## src/rtl/qrm_pkg.sv

```systemverilog
// Shared widths and the product bundle for the quaternion-to-matrix pipeline.
`default_nettype none
package qrm_pkg;

  localparam int CW      = 17;     // reduced component, range +/-2^15
  localparam int PW      = 34;     // signed products and element polynomials
  localparam int NW      = 33;     // squared length and element magnitudes
  localparam int RW      = 34;     // divider partial remainder
  localparam int NEL     = 9;      // matrix elements
  localparam int RED_LIM = 32768;  // component limit after reduction

  typedef struct packed {
    logic [NW-1:0]           n;
    logic [NEL-1:0][NW-1:0]  mag;
    logic [NEL-1:0]          neg;
    logic                    zero;
  } qrm_prod_t;

endpackage
`default_nettype wire

```

## src/rtl/qrm_div.sv

```systemverilog
// Pipelined restoring divider: one quotient bit of mag*2^(OW-1)/n per stage.
`default_nettype none
module qrm_div #(
  parameter int OUT_WIDTH = 16
) (
  input  logic                     clk,
  input  logic [OUT_WIDTH-1:0]     en,
  input  logic [qrm_pkg::NW-1:0]   mag_i,
  input  logic [qrm_pkg::NW-1:0]   n_i,
  input  logic                     neg_i,
  output logic [OUT_WIDTH-1:0]     quo_o,
  output logic                     neg_o
);
  import qrm_pkg::*;

  localparam int STEPS = OUT_WIDTH;

  logic [RW-1:0]        rem_r [STEPS-1];
  logic [OUT_WIDTH-1:0] quo_r [STEPS];
  logic [NW-1:0]        n_r   [STEPS];
  logic                 neg_r [STEPS];

  for (genvar k = 0; k < STEPS; k++) begin : g_st
    logic [RW-1:0]        t, nn;
    logic [OUT_WIDTH-1:0] qp;
    logic                 ng, ge;

    if (k == 0) begin : g_first
      assign t  = {1'b0, mag_i};
      assign nn = {1'b0, n_i};
      assign qp = '0;
      assign ng = neg_i;
    end else begin : g_next
      // remainder stays below n, so the doubled value still fits
      assign t  = {rem_r[k-1][RW-2:0], 1'b0};
      assign nn = {1'b0, n_r[k-1]};
      assign qp = quo_r[k-1];
      assign ng = neg_r[k-1];
    end

    assign ge = (t >= nn);

    always_ff @(posedge clk) begin
      if (en[k]) begin
        quo_r[k] <= {qp[OUT_WIDTH-2:0], ge};
        n_r[k]   <= nn[NW-1:0];
        neg_r[k] <= ng;
      end
    end

    if (k < STEPS - 1) begin : g_rem
      always_ff @(posedge clk) begin
        if (en[k]) rem_r[k] <= ge ? t - nn : t;
      end
    end
  end

  assign quo_o = quo_r[STEPS-1];
  assign neg_o = neg_r[STEPS-1];

endmodule
`default_nettype wire

```

## config.mk

```make
export PLATFORM = sky130hd
export DESIGN_NAME = qrm_div
export DESIGN_NICKNAME = d
export VERILOG_FILES = /design/src/rtl/qrm_pkg.sv /design/src/rtl/qrm_div.sv
export SDC_FILE = /design/constraint.sdc
export NUM_CORES = 2
export LEC_CHECK = 0
export ABC_CLOCK_PERIOD_IN_PS = 3900
export BUFFER_PORTS_ARGS = -buffer_cell sky130_fd_sc_hd__buf_2
export CELL_PAD_IN_SITES_DETAIL_PLACEMENT = 0
export CELL_PAD_IN_SITES_GLOBAL_PLACEMENT = 1
export CORE_MARGIN = 8
export CORE_UTILIZATION = 25
export CTS_CLUSTER_DIAMETER = 50
export DETAILED_ROUTE_END_ITERATION = 8
export GPL_ROUTABILITY_DRIVEN = 0
export HOLD_SLACK_MARGIN = 0.02
export PLACE_DENSITY = 0.41
export REMOVE_ABC_BUFFERS = 1
export SYNTH_ARGS = -nofsm -noshare
export SYNTH_HDL_FRONTEND = slang
export SYNTH_SLANG_ARGS = --single-unit
```

## constraint.sdc

```tcl
create_clock -name clk -period 3.9 [get_ports clk]
set_input_delay 0.585 -clock clk [delete_from_list [all_inputs] [get_ports clk]]
set_output_delay 0.585 -clock clk [all_outputs]
set_load 0.02 [all_outputs]
```

==> key figures <==
Die
  – FP Rows: between 150 and 200
  – Core footprint: 270,000 sq um
  – Die Ht: 537 um
  – Initial Util: 25.1%
  – Die X: 537 um
  – I/O Pins: approximately 100
  – DIE AREA: roughly 290,000 sq um

Finish
  – Nets@finish: 7,463
  – Fin cells: approximately 11,000
  – P&R area growth vs syn: 22.3%
  – Fill cell count: 27,600
  – Layout cells sized above 1: between 15 and 20%
  – Commonest cells after routing, fill and taps aside: edfxtp_1 (1,142), inv_1 (648), a21oi_1 (586)
  – Most common cell after layout, fill and taps aside: edfxtp_1

Detailed routing
  – Mean number of vias per cell: 4.46
  – Post-route ant nets: 0
  – Vias: 47,100
  – Final wirelength: 178,000 um
  – Starting DRT DRC Count: 1,377
  – Drt first pass iters: 5
  – Routed length per instance: 16.8 um
  – # DRC: 0

Clock tree
  – CTS clock-pin slew for the worst setup and hold paths: about 0.05 ns
  – Clk buf depth: 3
  – Number of setup buffers added after CTS: 0
  – Number of buffers created by CTS: 203
  – Clk root buf: clkbuf_16
  – TritonCTS clock tree: yes
  – H-tree depth: 4
  – Clk sinks: roughly 1,100
  – Worst-skew pair later-pin latency: 0.80 ns

Synth
  – Number of flops mapped to enable cells by yosys: around 1,100
  – Multiplexer share of the synthesized area: 3.13%
  – Ys Warns: 0
  – Xor/xnor cell area share of the yosys netlist: 5.35%
  – Avg Cell Area, Syn: 10.9 sq um
  – Simple-gate portion of the synthesized area: 10.0%
  – Compound-cell area share of the yosys netlist: 16.1%
  – Register area share after synthesis: 50.6%
  – Synth unique cells: 96
  – Cell area after technology mapping: 67,800 sq um
  – Main combinational cell family by area after synthesis: compound AO/OA/AOI/OAI gates
  – Cells after Synth: 6,236
  – Main synth FF type: edfxtp_1
  – Adder-cell share of the synthesized area: 10.2%
  – Flops & latches, synth: 1,142
  – FFs w/ async S/R, synth: 0%

Setup path
  – Crit path top cell by count: buf_4
  – CP max stage delay: approximately 0.41 ns
  – Setup CP Type: flop to flop
  – Critical Path Sink Type: flop
  – Worst EP required: 4.45 ns
  – Sum of buffers and inverters on the critical path: 5
  – Worst Path Arrival: 4.30 ns
  – Crit path launch type: flop
  – Top delay family on crit path: compound AO/OA/AOI/OAI gates
  – CP max-delay cell: edfxtp_1
  – Critical Path Fanout Max: 4
  – Crit path cell chain: ha_1, buf_4, o21a_1, o31a_1, o311ai_1, buf_4, a21oi_1, a21oi_1, buf_4, o211ai_1, buf_4, nand2_1, o21ai_0, buf_4, xnor2_1, a21oi_1

STA
  – Clock Skew: 0.0263 ns
  – Worst slew pin tran: 1.04 ns
  – Fmax: 0.266 GHz
  – Fin crit share: 96.3%
  – RSZ-0062 raised after global routing: no
  – Worst setup margin: 0.146 ns
  – Setup_tns: 0 ns
  – Final Hold Viols: 0
  – Endpoints failing setup: 0
  – Final Max Slew Viols: 0
  – Worst rel slew slack: 30.2%
  – Fin crit period: 3.75 ns

Global routing
  – GR Overflow Total: 0
  – First-pass GRT wire length: approximately 280,000 um
  – Largest net degree at the start of global routing: 77
  – Vias in the first global route: 51,000
  – Initial antenna violation count: 1
  – Global router's overall resource usage: 12.1%

Placed design
  – Placed instance count: 10,200
  – Post-detail-place hpwl: 144,000 um
  – Port buffer count: 100
  – Place WS: -0.236 ns

Pwr
  – PnR Total Power: between 70 and 80 mW
  – Worst IR Drop VDD: around 0.43 mV
  – Static Leak: 34.2 nW
  – PD cells: 847 nW/um^2

Run
  – Max_cap viols: 0

Run status
  – Status: complete, no violations

Min path
  – Worst hold path type: input port to flop
[logic make-up after synthesis]
| family | after synthesis |
|---|---|
| AO/OA/AOI/OAI | 1716 |
| XOR/XNOR | 414 |
| adder cells (fa/ha/maj) | 542 |
| buffers and inverters | 811 |
| flip-flops | 1142 |
| multiplexers | 179 |
| AND/OR/NAND/NOR | 1432 |
[worst paths after layout]
| check | start | end | slack [ns] | cells after the start |
|---|---|---|---|---|
| min | mag_i[19] | rem_r[0][19] | 0.12 | 2 |
| max | rem_r[0][172] | rem_r[0][235] | 0.15 | 16 |
| min reg2reg | quo_r[1][5] | quo_r[1][22] | 0.41 | 0 |
| max reg2reg | rem_r[0][172] | rem_r[0][235] | 0.15 | 16 |
[synth_stat cells, types with 18 or more instances]
cell	n	area, sq um
o31ai_1	44	330
edfxtp_1	1142	34300
a41oi_1	22	193
a21oi_1	587	2940
nand4_1	87	544
buf_2	29	145
inv_1	648	2430
and3_1	29	181
and4_1	20	175
o211ai_1	31	233
xor2_1	174	1520
nor3_1	76	380
nor2_1	409	1540
and2_1	52	325
xnor2_1	240	2100
nand2b_1	75	469
a211o_1	25	219
ha_1	527	6590
mux2_4	31	465
nand2_1	436	1640
nor2b_1	73	457
o21bai_1	53	398
a21o_1	262	1970
clkbuf_1	114	428
o21a_1	70	526
nand3_1	91	455
a211oi_1	37	278
a31oi_1	36	225
o21ai_0	358	1790
o21ai_1	18	90.1
or3_1	22	138
mux2_2	138	1550
[state kept, by name (all words and copies together) (netlist names)]
name   cells
n_r      495
neg_r     16
quo_r    136
rem_r    495
[per-stage QoR]
stage	util, %	hold slack [ns]	cell area (sq um)
5_1_grt	30.7	0.0455	82900
3_3_place_gp	28.0	0.402	75700
6_report	30.7	0.118	82900
4_1_cts	30.6	0.0213	82800
3_5_place_dp	28.0	0.405	75700
2_1_floorplan	-	0.400	67000
[metal layers]
metal	up-vias	share of wire [%]	wire [um]	global-route usage (%)
met2	664	56	98900	24.9
li1	24000	-	-	-
met5	-	0	0	0
met1	22000	36	63800	10.9
met3	428	2.6	4620	1.92
met4	0	5.9	10600	6.64
[layout make-up]
| type | count | area (sq um) | area share (%) |
|---|---|---|---|
| Clock buffer | 229 | 5220 | 6.30 |
| Clock inverter | 150 | 1500 | 1.80 |
| Inverter | 649 | 2440 | 2.94 |
| Antenna cell | 1 | 2.50 | 0.00302 |
| Tap cell | 3570 | 4470 | 5.39 |
| Multi-Input combinational cell | 4283 | 30500 | 36.8 |
| Sequential cell | 1142 | 34300 | 41.4 |
| Timing Repair Buffer | 558 | 4470 | 5.39 |
[power by group]
part | total [mW] | switching, mW | internal [mW] | leakage [nW]
Clock | 17.3 | 6.30 | 11.0 | 3.27
Sequential | 20.3 | 1.80 | 18.5 | 11.2
Combinational | 32.6 | 17.7 | 14.8 | 19.8
Total | 70.2 | 25.8 | 44.3 | 34.2
[timing repair]
| item | in CTS | in global routing |
|---|---|---|
| endpoints found under the setup margin | 0 | 91 |
| endpoints found under the hold margin | 35 | 0 |
| gates resized for setup | 0 | 8 |
| hold buffers | 35 | 0 |
(Power assumes the default switching activity.)
